===== config.mk =====
export PLATFORM = sky130hd
export DESIGN_NAME = deque_with_value_search_top_flat
export DESIGN_NICKNAME = d
export VERILOG_FILES = /design/src/dqs_pkg.sv /design/src/dqs_req_if.sv /design/src/dqs_rsp_if.sv /design/src/deque_with_value_search_top.sv /design/src/dqs_ram.sv /design/src/dqs_front.sv /design/src/dqs_exec.sv /design/src/flat_wrapper.sv
export SDC_FILE = /design/constraint.sdc
export NUM_CORES = 1
export LEC_CHECK = 0
export BUFFER_PORTS_ARGS = -buffer_cell sky130_fd_sc_hd__buf_2
export CAP_MARGIN = 10
export CORE_MARGIN = 2
export CORE_UTILIZATION = 38
export DETAILED_ROUTE_END_ITERATION = 10
export MAX_ROUTING_LAYER = met4
export PLACE_DENSITY = 0.63
export SLEW_MARGIN = 20
export SYNTH_ARGS = -nofsm -noshare
export SYNTH_HDL_FRONTEND = slang
export SYNTH_SLANG_ARGS = --single-unit

===== constraint.sdc =====
create_clock -name clk -period 6 [get_ports clk]
set_clock_uncertainty 0.05 [all_clocks]
set_input_delay 0 -clock clk [delete_from_list [all_inputs] [get_ports clk]]
set_output_delay 0 -clock clk [all_outputs]
set_load 0.01 [all_outputs]

===== src/dqs_pkg.sv =====
package dqs_pkg;

    // Request kinds as they arrive on the input channel
    localparam logic [2:0] KIND_ADD_FRONT = 3'd0;
    localparam logic [2:0] KIND_ADD_BACK  = 3'd1;
    localparam logic [2:0] KIND_REM_FRONT = 3'd2;
    localparam logic [2:0] KIND_REM_BACK  = 3'd3;
    localparam logic [2:0] KIND_CONTAINS  = 3'd4;
    localparam logic [2:0] KIND_REM_VALUE = 3'd5;

    // Internal operation codes handed from the front end to the executor
    localparam logic [2:0] OP_NOP       = 3'd0;
    localparam logic [2:0] OP_ADD_FRONT = 3'd1;
    localparam logic [2:0] OP_ADD_BACK  = 3'd2;
    localparam logic [2:0] OP_REM_FRONT = 3'd3;
    localparam logic [2:0] OP_REM_BACK  = 3'd4;
    localparam logic [2:0] OP_CONTAINS  = 3'd5;
    localparam logic [2:0] OP_REM_VALUE = 3'd6;

    // Error codes reported with every result
    localparam logic [1:0] ERR_OK     = 2'd0;
    localparam logic [1:0] ERR_EMPTY  = 2'd1;
    localparam logic [1:0] ERR_FULL   = 2'd2;
    localparam logic [1:0] ERR_ABSENT = 2'd3;

    typedef struct packed {
        logic [2:0]         kind;
        logic signed [31:0] value;
    } dqs_req_t;

    typedef struct packed {
        logic               found;
        logic signed [31:0] front_value;
        logic signed [31:0] back_value;
        logic [4:0]         occupancy;
        logic               is_empty;
        logic [1:0]         error;
    } dqs_rsp_t;

    typedef struct packed {
        logic [2:0]  code;
        logic [31:0] value;
    } dqs_op_t;

endpackage


===== src/dqs_req_if.sv =====
interface dqs_req_if;
    import dqs_pkg::*;

    logic     valid;
    logic     ready;
    dqs_req_t data;

    modport source (output valid, output data, input ready);
    modport sink (input valid, input data, output ready);
endinterface


===== src/dqs_rsp_if.sv =====
interface dqs_rsp_if;
    import dqs_pkg::*;

    logic     valid;
    logic     ready;
    dqs_rsp_t data;

    modport source (output valid, output data, input ready);
    modport sink (input valid, input data, output ready);
endinterface


===== src/deque_with_value_search_top.sv =====
// An operation passes through the two-entry request queue, the executor's idle state,
// then reads of the front and back entries (S_ENDS_F, S_ENDS_B, S_CAPT) and S_DONE, which
// loads the registered result; contains and remove-value first walk the entries in S_SEARCH
// and, on removal, close the gap in S_SHIFT. The executor takes a new operation only when idle;
// the single port pair of the slot memory sets the walk.
// Reset (rst_n, async low) empties the queue and the request queue; slots keep no reset.
module deque_with_value_search_top #(
    parameter int CAPACITY   = 16,
    parameter int VALUE_BITS = 32
) (
    input  logic      clk,
    input  logic      rst_n,
    dqs_req_if.sink   req,
    dqs_rsp_if.source rsp
);
    import dqs_pkg::*;

    logic    op_valid;
    logic    op_ready;
    dqs_op_t op;

    dqs_front u_front (
        .clk      (clk),
        .rst_n    (rst_n),
        .req      (req),
        .op_valid (op_valid),
        .op       (op),
        .op_ready (op_ready)
    );

    dqs_exec #(
        .CAPACITY   (CAPACITY),
        .VALUE_BITS (VALUE_BITS)
    ) u_exec (
        .clk      (clk),
        .rst_n    (rst_n),
        .op_valid (op_valid),
        .op       (op),
        .op_ready (op_ready),
        .rsp      (rsp)
    );

endmodule


===== src/dqs_ram.sv =====
module dqs_ram #(
    parameter int WIDTH = 32,
    parameter int DEPTH = 16
) (
    input  logic                     clk,
    input  logic                     we,
    input  logic [$clog2(DEPTH)-1:0] waddr,
    input  logic [WIDTH-1:0]         wdata,
    input  logic [$clog2(DEPTH)-1:0] raddr,
    output logic [WIDTH-1:0]         rdata
);

    logic [WIDTH-1:0] mem [DEPTH];

    // Write one entry, read one entry with registered data
    always_ff @(posedge clk)
    begin
        if (we)
        begin
            mem[waddr] <= wdata;
        end
        rdata <= mem[raddr];
    end

endmodule


===== src/dqs_front.sv =====
module dqs_front (
    input  logic             clk,
    input  logic             rst_n,
    dqs_req_if.sink          req,
    output logic             op_valid,
    output dqs_pkg::dqs_op_t op,
    input  logic             op_ready
);
    import dqs_pkg::*;

    dqs_op_t    fifo_reg [2];
    logic       wr_ptr_reg;
    logic       wr_ptr_next;
    logic       rd_ptr_reg;
    logic       rd_ptr_next;
    logic [1:0] fill_reg;
    logic [1:0] fill_next;
    dqs_op_t    decoded;
    logic       push;
    logic       pop;

    // Classify the request kind into an executor operation
    always_comb
    begin
        decoded.value = req.data.value;
        case (req.data.kind)
            KIND_ADD_FRONT: decoded.code = OP_ADD_FRONT;
            KIND_ADD_BACK:  decoded.code = OP_ADD_BACK;
            KIND_REM_FRONT: decoded.code = OP_REM_FRONT;
            KIND_REM_BACK:  decoded.code = OP_REM_BACK;
            KIND_CONTAINS:  decoded.code = OP_CONTAINS;
            KIND_REM_VALUE: decoded.code = OP_REM_VALUE;
            default:        decoded.code = OP_NOP;
        endcase
    end

    assign req.ready = (fill_reg != 2'd2);
    assign push      = req.valid && req.ready;
    assign op_valid  = (fill_reg != 2'd0);
    assign op        = fifo_reg[rd_ptr_reg];
    assign pop       = op_valid && op_ready;

    // Advance the queue pointers
    always_comb
    begin
        wr_ptr_next = push ? ~wr_ptr_reg : wr_ptr_reg;
        rd_ptr_next = pop ? ~rd_ptr_reg : rd_ptr_reg;
        fill_next   = fill_reg;
        if (push && !pop)
        begin
            fill_next = fill_reg + 2'd1;
        end
        else if (pop && !push)
        begin
            fill_next = fill_reg - 2'd1;
        end
    end

    always_ff @(posedge clk or negedge rst_n)
    begin
        if (!rst_n)
        begin
            wr_ptr_reg <= 1'b0;
            rd_ptr_reg <= 1'b0;
            fill_reg   <= 2'd0;
        end
        else
        begin
            wr_ptr_reg <= wr_ptr_next;
            rd_ptr_reg <= rd_ptr_next;
            fill_reg   <= fill_next;
        end
    end

    // Hold queued operations
    always_ff @(posedge clk)
    begin
        if (push)
        begin
            fifo_reg[wr_ptr_reg] <= decoded;
        end
    end

endmodule


===== src/dqs_exec.sv =====
module dqs_exec #(
    parameter int CAPACITY   = 16,
    parameter int VALUE_BITS = 32
) (
    input  logic             clk,
    input  logic             rst_n,
    input  logic             op_valid,
    input  dqs_pkg::dqs_op_t op,
    output logic             op_ready,
    dqs_rsp_if.source        rsp
);
    import dqs_pkg::*;

    localparam int AW = $clog2(CAPACITY);
    localparam int CW = $clog2(CAPACITY + 1);
    localparam logic [AW:0]   CAP_W = (AW + 1)'(CAPACITY);
    localparam logic [CW-1:0] CAP_C = CW'(CAPACITY);

    localparam logic [2:0] S_IDLE   = 3'd0;
    localparam logic [2:0] S_SEARCH = 3'd1;
    localparam logic [2:0] S_SHIFT  = 3'd2;
    localparam logic [2:0] S_ENDS_F = 3'd3;
    localparam logic [2:0] S_ENDS_B = 3'd4;
    localparam logic [2:0] S_CAPT   = 3'd5;
    localparam logic [2:0] S_DONE   = 3'd6;

    logic [2:0]            state_reg, state_next;
    logic [AW-1:0]         head_reg, head_next;
    logic [CW-1:0]         count_reg, count_next;
    logic [2:0]            code_reg, code_next;
    logic [VALUE_BITS-1:0] val_reg, val_next;
    logic [CW-1:0]         idx_reg, idx_next;
    logic                  cmp_valid_reg, cmp_valid_next;
    logic [CW-1:0]         cmp_idx_reg, cmp_idx_next;
    logic                  wr_valid_reg, wr_valid_next;
    logic [CW-1:0]         wr_off_reg, wr_off_next;
    logic                  found_reg, found_next;
    logic [1:0]            err_reg, err_next;
    logic [VALUE_BITS-1:0] front_reg, front_next;
    logic [VALUE_BITS-1:0] back_reg, back_next;
    logic                  rsp_valid_reg, rsp_valid_next;
    dqs_rsp_t              rsp_reg, rsp_next;

    logic                  ram_we;
    logic [AW-1:0]         ram_waddr;
    logic [VALUE_BITS-1:0] ram_wdata;
    logic [AW-1:0]         ram_raddr;
    logic [VALUE_BITS-1:0] ram_rdata;
    logic [VALUE_BITS-1:0] val_in;
    logic                  out_free;

    // Map a position counted from the front to its slot
    function automatic logic [AW-1:0] slot_at(input logic [AW-1:0] base,
                                              input logic [AW-1:0] off);
        logic [AW:0] sum;
        sum = {1'b0, base} + {1'b0, off};
        if (sum >= CAP_W)
        begin
            sum = sum - CAP_W;
        end
        return sum[AW-1:0];
    endfunction

    dqs_ram #(
        .WIDTH (VALUE_BITS),
        .DEPTH (CAPACITY)
    ) u_ram (
        .clk   (clk),
        .we    (ram_we),
        .waddr (ram_waddr),
        .wdata (ram_wdata),
        .raddr (ram_raddr),
        .rdata (ram_rdata)
    );

    assign val_in    = VALUE_BITS'($unsigned(op.value));
    assign out_free  = !rsp_valid_reg || rsp.ready;
    assign rsp.valid = rsp_valid_reg;
    assign rsp.data  = rsp_reg;

    // Sequence one operation through the slot memory
    always_comb
    begin
        state_next     = state_reg;
        head_next      = head_reg;
        count_next     = count_reg;
        code_next      = code_reg;
        val_next       = val_reg;
        idx_next       = idx_reg;
        cmp_valid_next = cmp_valid_reg;
        cmp_idx_next   = cmp_idx_reg;
        wr_valid_next  = wr_valid_reg;
        wr_off_next    = wr_off_reg;
        found_next     = found_reg;
        err_next       = err_reg;
        front_next     = front_reg;
        back_next      = back_reg;
        rsp_valid_next = rsp_valid_reg && !rsp.ready;
        rsp_next       = rsp_reg;
        ram_we         = 1'b0;
        ram_waddr      = head_reg;
        ram_wdata      = val_reg;
        ram_raddr      = head_reg;
        op_ready       = 1'b0;

        case (state_reg)
            S_IDLE:
            begin
                op_ready = 1'b1;
                if (op_valid)
                begin
                    code_next      = op.code;
                    val_next       = val_in;
                    found_next     = 1'b0;
                    err_next       = ERR_OK;
                    idx_next       = '0;
                    cmp_valid_next = 1'b0;
                    state_next     = S_ENDS_F;
                    case (op.code)
                        OP_ADD_FRONT:
                        begin
                            if (count_reg == CAP_C)
                            begin
                                err_next = ERR_FULL;
                            end
                            else
                            begin
                                head_next = (head_reg == '0) ? AW'(CAPACITY - 1)
                                                             : head_reg - AW'(1);
                                ram_we     = 1'b1;
                                ram_waddr  = head_next;
                                ram_wdata  = val_in;
                                count_next = count_reg + CW'(1);
                            end
                        end
                        OP_ADD_BACK:
                        begin
                            if (count_reg == CAP_C)
                            begin
                                err_next = ERR_FULL;
                            end
                            else
                            begin
                                ram_we     = 1'b1;
                                ram_waddr  = slot_at(head_reg, count_reg[AW-1:0]);
                                ram_wdata  = val_in;
                                count_next = count_reg + CW'(1);
                            end
                        end
                        OP_REM_FRONT:
                        begin
                            if (count_reg == '0)
                            begin
                                err_next = ERR_EMPTY;
                            end
                            else
                            begin
                                head_next  = slot_at(head_reg, AW'(1));
                                count_next = count_reg - CW'(1);
                            end
                        end
                        OP_REM_BACK:
                        begin
                            if (count_reg == '0)
                            begin
                                err_next = ERR_EMPTY;
                            end
                            else
                            begin
                                count_next = count_reg - CW'(1);
                            end
                        end
                        OP_CONTAINS:
                        begin
                            if (count_reg != '0)
                            begin
                                state_next = S_SEARCH;
                            end
                        end
                        OP_REM_VALUE:
                        begin
                            if (count_reg == '0)
                            begin
                                err_next = ERR_EMPTY;
                            end
                            else
                            begin
                                state_next = S_SEARCH;
                            end
                        end
                        default:
                        begin
                            state_next = S_ENDS_F;
                        end
                    endcase
                end
            end

            // Read one entry per cycle, compare the entry read in the previous cycle
            S_SEARCH:
            begin
                if (idx_reg < count_reg)
                begin
                    ram_raddr      = slot_at(head_reg, idx_reg[AW-1:0]);
                    idx_next       = idx_reg + CW'(1);
                    cmp_valid_next = 1'b1;
                    cmp_idx_next   = idx_reg;
                end
                else
                begin
                    cmp_valid_next = 1'b0;
                end
                if (cmp_valid_reg)
                begin
                    if (ram_rdata == val_reg)
                    begin
                        found_next     = 1'b1;
                        cmp_valid_next = 1'b0;
                        if (code_reg == OP_REM_VALUE)
                        begin
                            idx_next      = cmp_idx_reg + CW'(1);
                            wr_valid_next = 1'b0;
                            state_next    = S_SHIFT;
                        end
                        else
                        begin
                            state_next = S_ENDS_F;
                        end
                    end
                    else if (cmp_idx_reg == count_reg - CW'(1))
                    begin
                        cmp_valid_next = 1'b0;
                        if (code_reg == OP_REM_VALUE)
                        begin
                            err_next = ERR_ABSENT;
                        end
                        state_next = S_ENDS_F;
                    end
                end
            end

            // Move each later entry one place toward the front
            S_SHIFT:
            begin
                if (wr_valid_reg)
                begin
                    ram_we    = 1'b1;
                    ram_waddr = slot_at(head_reg, wr_off_reg[AW-1:0]);
                    ram_wdata = ram_rdata;
                end
                if (idx_reg < count_reg)
                begin
                    ram_raddr     = slot_at(head_reg, idx_reg[AW-1:0]);
                    wr_valid_next = 1'b1;
                    wr_off_next   = idx_reg - CW'(1);
                    idx_next      = idx_reg + CW'(1);
                end
                else
                begin
                    wr_valid_next = 1'b0;
                    if (!wr_valid_reg)
                    begin
                        count_next = count_reg - CW'(1);
                        state_next = S_ENDS_F;
                    end
                end
            end

            // Fetch the front and back entries
            S_ENDS_F:
            begin
                ram_raddr  = head_reg;
                state_next = S_ENDS_B;
            end

            S_ENDS_B:
            begin
                front_next = ram_rdata;
                ram_raddr  = slot_at(head_reg, AW'(count_reg - CW'(1)));
                state_next = S_CAPT;
            end

            S_CAPT:
            begin
                back_next  = ram_rdata;
                state_next = S_DONE;
            end

            // Load the result register once it is free
            S_DONE:
            begin
                if (out_free)
                begin
                    rsp_valid_next       = 1'b1;
                    rsp_next.found       = found_reg;
                    rsp_next.front_value = (count_reg == '0) ? '0 : 32'(front_reg);
                    rsp_next.back_value  = (count_reg == '0) ? '0 : 32'(back_reg);
                    rsp_next.occupancy   = 5'(count_reg);
                    rsp_next.is_empty    = (count_reg == '0);
                    rsp_next.error       = err_reg;
                    state_next           = S_IDLE;
                end
            end

            default:
            begin
                state_next = S_IDLE;
            end
        endcase
    end

    always_ff @(posedge clk or negedge rst_n)
    begin
        if (!rst_n)
        begin
            state_reg     <= S_IDLE;
            head_reg      <= '0;
            count_reg     <= '0;
            cmp_valid_reg <= 1'b0;
            wr_valid_reg  <= 1'b0;
            rsp_valid_reg <= 1'b0;
        end
        else
        begin
            state_reg     <= state_next;
            head_reg      <= head_next;
            count_reg     <= count_next;
            cmp_valid_reg <= cmp_valid_next;
            wr_valid_reg  <= wr_valid_next;
            rsp_valid_reg <= rsp_valid_next;
        end
    end

    always_ff @(posedge clk)
    begin
        code_reg    <= code_next;
        val_reg     <= val_next;
        idx_reg     <= idx_next;
        cmp_idx_reg <= cmp_idx_next;
        wr_off_reg  <= wr_off_next;
        found_reg   <= found_next;
        err_reg     <= err_next;
        front_reg   <= front_next;
        back_reg    <= back_next;
        rsp_reg     <= rsp_next;
    end

endmodule


===== src/flat_wrapper.sv =====
// flat-port wrapper written by rule: the top's interface ports become plain ports
module deque_with_value_search_top_flat import dqs_pkg::*;
#(
    parameter int CAPACITY   = 16,
    parameter int VALUE_BITS = 32
)
  (clk, rst_n, req_valid, req_data, req_ready, rsp_valid, rsp_data, rsp_ready);
  dqs_req_if req_i ();
  dqs_rsp_if rsp_i ();
  input  logic clk;
  input  logic rst_n;
  input wire logic [$bits(req_i.valid)-1:0] req_valid;
  input wire logic [$bits(req_i.data)-1:0] req_data;
  output wire logic [$bits(req_i.ready)-1:0] req_ready;
  output wire logic [$bits(rsp_i.valid)-1:0] rsp_valid;
  output wire logic [$bits(rsp_i.data)-1:0] rsp_data;
  input wire logic [$bits(rsp_i.ready)-1:0] rsp_ready;
  assign req_i.valid = req_valid;
  assign req_i.data = req_data;
  assign req_ready = req_i.ready;
  assign rsp_valid = rsp_i.valid;
  assign rsp_data = rsp_i.data;
  assign rsp_i.ready = rsp_ready;
  deque_with_value_search_top #(.CAPACITY(CAPACITY), .VALUE_BITS(VALUE_BITS)) u_core (.clk(clk), .rst_n(rst_n), .req(req_i), .rsp(rsp_i));
endmodule

# Word level (Yosys, flattened, before mapping)
# Memories as Yosys holds them, arrays and structs flattened. A register that Yosys moved wholly into a read port is not among the register bits.
# Cells that the tools add are included.
[classes]
n_reduce_logical = 38
addsub = 18
muxes = 83
bitwise = 2
eq_ne = 36
order_cmp = 6
[ops]
columns = ["operator", "count"]
rows = [
  ["2-to-1 mux 32 bit", 4],
  ["case mux 32 bit (2 select lines)", 1],
  ["2-to-1 mux 5 bit", 10],
  ["2-to-1 mux 4 bit", 12],
  ["== test 32 bit", 1],
  ["case mux 4 bit (2 select lines)", 4],
  ["subtractor 4 x 1 -> 4 bit, second input constant", 7],
  ["== test 3 bit, second input constant", 9],
  ["greater-or-equal comparator 5 bit, second input constant", 5],
  ["2-to-1 mux 1 bit", 23],
  ["2-to-1 mux 3 bit", 7],
  ["case mux 3 bit (7 select lines)", 1],
  ["adder 4 x 4 -> 5 bit", 4],
  ["2-to-1 mux 2 bit", 10],
  ["!= test 2 bit, second input constant", 10],
  ["case mux 5 bit (2 select lines)", 2],
  ["== test 3 x 2 -> 1 bit, second input constant", 6],
  ["case mux 3 bit (6 select lines)", 1],
  ["adder 5 x 1 -> 5 bit, second input constant", 3],
  ["case mux 5 bit (3 select lines)", 1],
  ["!= test 3 bit, second input constant", 4],
  ["case mux 2 bit (2 select lines)", 3],
  ["AND reduction 2 bit", 6],
  ["AND reduction 4 bit", 3],
  ["24 further kinds", 46],
]
[word_totals]
in_bits = 39
elab_cells = 209
mem_count = 2
ff_bits = 208
out_inout_bits = 75
ram_bits = 582
[mem_list]
columns = ["name", "depth", "width", "rd", "rd_clocked_by_memory_dff", "wr", "line_no", "rtl"]
rows = [
  ["u_core.u_exec.u_ram.mem", 16, 32, 1, 1, 1, "dqs_ram.sv:13", "logic [WIDTH-1:0] mem [DEPTH];"],
  ["u_core.u_front.fifo_reg", 2, 35, 1, 0, 1, "dqs_front.sv:11", "dqs_op_t fifo_reg [2];"],
]

# Logic depth before layout (Yosys ltp)
# Gate-level depths: netlist of the first run.
# An unclocked memory read counts as a cell.
[logic_depth]
ltp_word = 8
mapped_depth = 14
ltp_nobuf = 11

# By module
# Synthesis of the first run repeated with hierarchy kept, for this count alone.
[unflattened]
hier_cells = 1691
hier_area_um2 = 32292.2
[modules_own_cells]
columns = ["mod", "cells_each", "area_per_inst_um2", "seq_area_each_um2", "instances"]
rows = [
  ["dqs_ram", 838, 19854.0, 16015.4, 1],
  ["dqs_exec", 721, 9534.1, 6050.8, 1],
  ["dqs_front", 132, 2904.0, 2202.1, 1],
]

# Worst setup path before layout of the first run
# No wires, ideal clock.
[synth_path]
path_type = "register -> register"
startpoint = "reg u_core.u_exec.state_reg[1]"
endpoint = "reg u_core.u_exec.rsp_reg (netlist bit u_core.u_exec.rsp.data[0]) (enable)"
synth_period_minus_slack_ns = 4.799
required_time_ns = 5.445
setup_time_ns = 0.505
path_stages_with_launch = 6
arrival_time_ns = 4.245
setup_slack_ns = 1.201
n_path_buf = 3
cell_sequence = "dfrtp_1 > clkbuf_1 > clkbuf_1 > buf_1 > nand2_1 > nor2_1"
[synth_via]
elab_chain_cells = 2
[synth_rtl]
columns = ["element", "line_no", "rtl"]
rows = [
  ["from (decl)", "dqs_exec.sv:27", "logic [2:0] state_reg, state_next;"],
  ["from (signal assigned)", "dqs_exec.sv:325", "state_reg <= state_next;"],
  ["== test 3 bit", "dqs_exec.sv:106", "case (state_reg)"],
  ["AND reduction 2 bit (no source line)", "--", ""],
  ["to (signal assigned)", "dqs_exec.sv:345", "rsp_reg <= rsp_next;"],
  ["to (decl)", "dqs_exec.sv:42", "dqs_rsp_t rsp_reg, rsp_next;"],
]
# No other way between the ends.
# A chain may end at the register's enable or synchronous reset.

# Final worst setup path of the first run
[layout_path]
startpoint = "reg u_core.u_exec.count_reg[0]"
endpoint = "reg u_core.u_exec.u_ram.rdata[18] (read register of u_core.u_exec.u_ram.mem)"
[layout_via]
elab_chain_cells = 5
word_cells_on_any_way = 8
cone_classes = "3 x add/sub; 2 x order compare; 3 x mux"
[layout_rtl]
columns = ["element", "line_no", "rtl"]
rows = [
  ["from (decl)", "dqs_exec.sv:29", "logic [CW-1:0] count_reg, count_next;"],
  ["from (signal assigned)", "dqs_exec.sv:327", "count_reg <= count_next;"],
  ["subtractor 5 x 1 -> 5 bit", "dqs_exec.sv:279", "ram_raddr = slot_at(head_reg, AW'(count_reg - CW'(1)));"],
  ["adder 4 x 4 -> 5 bit", "dqs_exec.sv:56", "sum = {1'b0, base} + {1'b0, off};"],
  ["subtractor 4 x 1 -> 4 bit or greater-or-equal comparator 5 bit (tied branches)", "dqs_exec.sv:59, dqs_exec.sv:57", ""],
  ["2-to-1 mux 4 bit", "dqs_exec.sv:57", "if (sum >= CAP_W)"],
  ["case mux 4 bit (2 select lines) *", "dqs_exec.sv:106", ""],
  ["to (decl)", "dqs_ram.sv:10", "output logic [WIDTH-1:0] rdata"],
]
# Mark *: on every way between the ends. The rest lies on a longest branch, timed or not.

==> flow_summary.yaml, run 1 <==
worst_setup_path:
  crit_path_start_kind: "flip-flop"
  cp.required_ns: 6.45
  path_class: "reg -> reg"
  crit_arrival_ns: 5.41
  crit_path_max_fanout: 200
  cp-end-kind: "flip-flop"
cts:
  path_clk_slew_ns: 0.06
  clock_path_buffers: 3
  cts_sinks: 822
  clk_latency_ns: 0.64
  cts-resized-gates: 0
  numCtsBuffers: 79
  cts_setup_buffers: 0
  clockRootBuffer: "clkbuf_16"
  hold_buffers: 41
  h-tree-depth: 3
  cts_tree: "built"
floorplanning:
  io_pins: 114
  start_util_pct: 38.45
  dieArea_mm2: 0.09365
  die_h_um: 306.0
  core_area_mm2: 0.09015
  die_x_um: 306.0
  rows: 110
timing:
  tightest_slew_ns: 1.353
  drv_slew: 0
  rsz0062_at_grt: "false"
  fin_crit_ns: 4.960
  period_share_pct: 82.66
  finalSetupViolCount: 0
  fmax_mhz: 201.6
  tns_ns: 0
  hold_viol: 0
  slew_headroom_pct: 9.830
final_layout:
  areaGrowthSynthToFinish_pct: 14.96
  final_core_util_pct: 44.20
  multiInputGateArea_mm2: 0.009681
  stdcell_area_mm2: 0.03985
  drive_above_1_share_pct: 15.41
  insertedDiodeCount: 0
  fillers: 7829
  largest_reg_flops: 512
  final_cells: 3701
  seq_area_mm2: 0.02427
  fin_nets: 2529
synthesis:
  synth_seq_area_share_pct: 70.02
  synthAdderAreaFrac_pct: 1.133
  synth_xor_area_share_pct: 1.819
  synthCells: 2353
  synth_seq_cells: 822
  ys_warn_count: 0
  muxShareOfSynthArea_pct: 2.375
  synth_edf_count: 771
  syn-num-nets: 2421
  ys_types: 69
  synth_compound_area_share_pct: 9.404
  syn_area_per_cell_um2: 14.73
  syn-cell-area_mm2: 0.03466
  synth_top_family_by_area: "simple AND/OR/NAND/NOR gates"
  yosys.area_share.simple_pct: 12.54
  synthArstFlopShare_pct: 2.311
  ys.flop_type: "edfxtp_1"
detailed_routing:
  drcViolationCount: 0
  vias: 21829
  drt_iter0_drc: 2436
  ant_nets: 0
  viasPerCell: 5.898
  wl_per_cell_um: 24.09
  totalWireLength_mm: 89.17
  drt-pass1-iter-count: 5
flow_run:
  max_cap_violations: 0
global_routing:
  grt.total_usage_pct: 19.25
  grt_max_degree: 201
  grt_overflow: 0
  antenna_found_initial: 2
  grt_pass1_vias: 21605
  grt_pass1_wl_mm: 134.9
status:
  status: "complete, no violations"
placed_design:
  place.gp.congestion: 0.8729
  dp_hpwl_mm: 49.65
  place_inst: 3514
  placed_area_mm2: 0.03679
  portBuffers: 113
power:
  finalPower_mw: 24.04
  vdd_drop_max_mv: 0.5682
  cellPowerDensity_mw_per_mm2: 603.4
  leakagePower_nw: 12.99
min_path:
  hp-class: "in -> reg"
area by class of cell:
type / count / share of cell area, %
well taps: 1176 / 3.693
repair buffers: 236 / 4.280
inverters: 26 / 0.2449
multi-input cells: 1296 / 24.30
clock buffers: 112 / 5.608
clock inverters: 33 / 0.9672
flip-flops and latches: 822 / 60.91
Yosys cell counts, types with 6 or more instances:
cell type	number	share of area [%]
edfxtp_1	771	67
a221oi_1	256	6.5
nor3b_1	250	5.4
clkbuf_1	181	2.0
nor4_1	132	2.4
nor2_1	85	0.92
and2_1	69	1.2
nand2_1	59	0.64
o21ai_0	53	0.77
xor2_1	52	1.3
a21oi_1	48	0.69
mux2i_1	44	1.3
mux2_2	34	1.1
or4_1	34	0.74
dfxtp_1	32	1.8
ha_1	25	0.90
inv_1	25	0.27
nand3_1	21	0.30
xnor2_1	20	0.51
dfrtp_1	19	1.4
buf_2	18	0.26
nor3_1	12	0.17
a21o_1	8	0.17
nand2b_1	7	0.13
nand4_1	6	0.11
worst max-delay path: stages, from the launching register on:
cell	delay [ns]
dfrtp_1	0.50
inv_1	0.15
ha_1	0.38
inv_1	0.10
fa_1	0.54
a2bb2oi_1	0.21
o221a_4	0.68
buf_12	0.53
nor3b_1	0.13
a221oi_1	0.39
nor4_1	0.11
or4_1	0.56
kinds of logic (layout without fill, tap and decap cells):
logic type | after synthesis | in the layout
DFF | 822 | 822
and+or+nand+nor | 698 | 698
muxes | 78 | 78
AOI/OAI and AO/OA | 419 | 419
adders and majority gates | 29 | 29
xor gates and xnor gates | 72 | 72
buffers and inverters | 235 | 407
path summary, 6_finish.rpt:
check | start | to | slack (ns) | cells past startpoint
setup / recovery | u_core.u_exec.count_reg[0] | u_core.u_exec.u_ram.rdata[18] | 1.04 | 11
hold / removal | req_data[16] | u_core.u_front.fifo_reg[1][16] | 0.04 | 2
setup reg to reg | u_core.u_exec.count_reg[0] | u_core.u_exec.u_ram.rdata[18] | 1.04 | 11
hold reg to reg | u_core.u_exec.err_reg[0] | u_core.u_exec.rsp.data[0] | 0.37 | 0
max in group asynchronous | rst_n | u_core.u_front.rd_ptr_reg | 5.05 | 4
min in group asynchronous | rst_n | u_core.u_exec.count_reg[4] | 0.46 | 4
report_power, final:
| part | switching [mW] | internal (mW) |
|---|---|---|
| Combinational | 6.94 | 3.36 |
| Clock | 2.14 | 2.88 |
| Sequential | 0.644 | 8.08 |
| Total | 9.73 | 14.3 |
through the flow:
step | setup slack [ns] | hold WS [ns]
floorplan | 1.201 | -0.3456
global placement | 1.363 | -0.05889
detailed placement | 1.296 | -0.04449
CTS | 1.255 | 0.006223
global route | 0.8314 | 0.03084
finish | 1.040 | 0.03784
cell usage in the layout, fill, tap and decap left out, drive strengths merged, types with 44 or more instances in the layout:
cell      n
and2     69
o21ai    54
nor3b   250
nor4    132
nand2    59
xor2     52
nor2     85
mux2i    44
buf     195
clkbuf  112
edfxtp  771
a21oi    48
a221oi  256
layer usage:
layer  global-route usage [%]  routed length [µm]  up-vias
li1                         -                   -     9694
met1                    25.64               37310    10962
met2                    30.36               42390     1012
met3                    3.242                7442      161
met4                    5.728                2028        0
met5                        -                   0        -
No activity file was read; power rests on OpenSTA's default activity.
==> inputs of run 2 (changes only) <==
--- a/config.mk
+++ b/config.mk
@@ -5,6 +5,7 @@
 export SDC_FILE = /design/constraint.sdc
 export NUM_CORES = 1
 export LEC_CHECK = 0
+export ABC_AREA = 1
 export BUFFER_PORTS_ARGS = -buffer_cell sky130_fd_sc_hd__buf_2
 export CAP_MARGIN = 10
 export CORE_MARGIN = 2
==> constraint.sdc (replaced) <==
create_clock -name clk -period 4.9 [get_ports clk]
set_clock_uncertainty 0.05 [all_clocks]
set_input_delay 0 -clock clk [delete_from_list [all_inputs] [get_ports clk]]
set_output_delay 0 -clock clk [all_outputs]
set_load 0.01 [all_outputs]
==> flow_summary.yaml, run 2 <==
status:
  status: "complete, no violations"
floorplanning:
  io_pins: 114
  die_x_um: 310.9
  dieArea_mm2: 0.09666
  start_util_pct: 38.35
  core_area_mm2: 0.09333
  rows: 112
  die_h_um: 310.9
detailed_routing:
  drt_iter0_drc: 2701
  drcViolationCount: 0
  ant_nets: 0
  drt-pass1-iter-count: 6
  viasPerCell: 5.072
  wl_per_cell_um: 19.31
  vias: 24102
  totalWireLength_mm: 91.78
min_path:
  min_from: "req_data[30]"
  hp-class: "in -> reg"
final_layout:
  multiInputGateArea_mm2: 0.009176
  layout_common_cells: "edfxtp_1 (771), nand2_1 (682), nand3_1 (620)"
  seq_area_mm2: 0.02427
  largest_reg_flops: 512
  drive_above_1_share_pct: 10.89
  areaGrowthSynthToFinish_pct: 15.28
  insertedDiodeCount: 0
  final_common_cell: "edfxtp_1"
  fillers: 8602
  final_core_util_pct: 44.21
  fin_nets: 3499
synthesis:
  syn_area_per_cell_um2: 10.88
  syn-cell-area_mm2: 0.03579
  synth_seq_area_share_pct: 67.80
  ys_warn_count: 0
  synth.top_cell.area_share_pct: 64.69
  yosysMostFrequentCell: "edfxtp_1"
  synthTopCellsByArea: "edfxtp_1 (65%), nand3_1 (8.7%), nand2_1 (7.2%), inv_1 (5.0%), dfxtp_1 (1.8%)"
  synth_common_cells: "edfxtp_1 (771), nand2_1 (685), nand3_1 (620), inv_1 (473), nor2_1 (108)"
  synthCells: 3291
  synth_edf_count: 771
  synth_seq_cells: 822
  syn-num-nets: 3359
  yosysTopAreaCell: "edfxtp_1"
  synthArstFlopShare_pct: 2.311
  ys_types: 40
  ys.flop_type: "edfxtp_1"
timing:
  hold_viol: 0
  rsz0062_at_grt: "false"
  finalSetupViolCount: 0
  drv_slew: 0
  slew_headroom_pct: 27.86
  tightest_slew_ns: 1.082
  fmax_mhz: 247.9
  fin_crit_ns: 4.034
  tns_ns: 0
  period_share_pct: 82.34
flow_run:
  max_cap_violations: 0
global_routing:
  grt_pass1_vias: 22989
  use_met1_pct: 25.90
  grt_max_degree: 129
  grtUsageMet3_pct: 2.119
  top_usage_layer: "met2"
  antenna_found_initial: 1
  met2_usage_pct: 31.01
  grt.total_usage_pct: 19.28
  grt_overflow: 0
  grt_pass1_wl_mm: 140.3
worst_setup_path:
  cp-end-kind: "flip-flop"
  r2r-start: "u_core.u_front.rd_ptr_reg"
  critPathLaunch: "u_core.u_front.rd_ptr_reg"
  crit_path_start_kind: "flip-flop"
  path_class: "reg -> reg"
  cp.required_ns: 5.11
  crit_path_max_fanout: 27
  crit_arrival_ns: 4.25
cts:
  path_clk_slew_ns: 0.06
  numCtsBuffers: 80
  clockRootBuffer: "clkbuf_16"
  cts_sinks: 822
  h-tree-depth: 3
  clk_latency_ns: 0.66
  cts_setup_buffers: 0
  cts_tree: "built"
  clock_path_buffers: 3
placed_design:
  dp_hpwl_mm: 54.32
  portBuffers: 113
  place.gp.congestion: 0.9304
run 2: changes by cell type in the layout (fill, tap and decap cells not counted), moves of 132 or more:
cell,delta
inv_1,+447
nor3b_1,-249
nor4_1,-132
nand3_1,+600
a221oi_1,-256
nand2_1,+623
run 2: cell type report:
cell class                      instances  share of cell area, %
Timing Repair Buffer                  236                  4.403
Tap cell                             1254                  3.803
Sequential cell                       822                  58.82
Multi-Input combinational cell       1805                  22.24
Inverter                              486                  4.421
Clock inverter                         41                  1.034
Clock buffer                          108                  5.279
run 2: worst max-delay path, cell delays in order (launching register included):
cell     delay, ns
dfrtp_1       0.69
inv_2         0.26
nand2_1       0.13
nand2_2       0.09
inv_1         0.08
nand3_1       0.20
nand2_1       0.19
nand2_2       0.12
inv_2         0.08
nand2_2       0.10
nand3_1       0.11
nand3_1       0.22
inv_2         0.12
nand4_1       0.36
nor2_4        0.34
buf_4         0.49
run 2: worst paths after layout:
path,to,slack [ns],depth (start not counted)
worst max-delay path,u_core.u_exec.u_ram.mem[3][11],0.87,15
worst max register to register,u_core.u_exec.u_ram.mem[3][11],0.87,15
min in group asynchronous,u_core.u_front.fill_reg[1],0.43,4
max in group asynchronous,u_core.u_exec.wr_valid_reg,3.99,4
worst min-delay path,u_core.u_front.fifo_reg[1][30],0.05,2
worst min register to register,u_core.u_exec.rsp.data[1],0.38,0
run 2: cells by family after synthesis:
logic type | count (synthesis) | synth area share [%]
and+or+nand+nor | 1518 | 19.05
DFF | 822 | 67.80
buffers and inverters | 664 | 7.366
AOI/OAI and AO/OA | 206 | 3.412
xor gates and xnor gates | 52 | 1.272
adders and majority gates | 29 | 1.098
run 2: metal layers:
layer  share of wire (%)  wire, µm
met1                  43     39540
met2                  48     43860
met3                 6.8      6273
met4                 2.3      2107
met5                   0         0
run 2: repair_timing:
item,CTS,global route
setup endpoints to repair,0,0
hold buffers,40,1
hold endpoints to repair,92,19
gates resized for setup,0,0
run 2: per-stage QoR:
| step | area (µm²) | hold WS, ns | std cells | setup slack, ns |
|---|---|---|---|---|
| finish | 41260 | 0.04748 | 4752 | 0.8655 |
| CTS | 41240 | 0.007169 | 4751 | 0.8899 |
| detailed placement | 38230 | -0.04390 | 4562 | 0.9288 |
| global placement | 38180 | -0.04509 | 4558 | 0.9678 |
| global route | 41260 | 0.05578 | 4752 | 0.6024 |
| floorplan | 35790 | -0.3456 | 3291 | 0.5903 |
Power of run 2 is left out: the tool's default activity adds up to more than one toggle a clock period on the data nets, which glitch-free logic cannot reach.
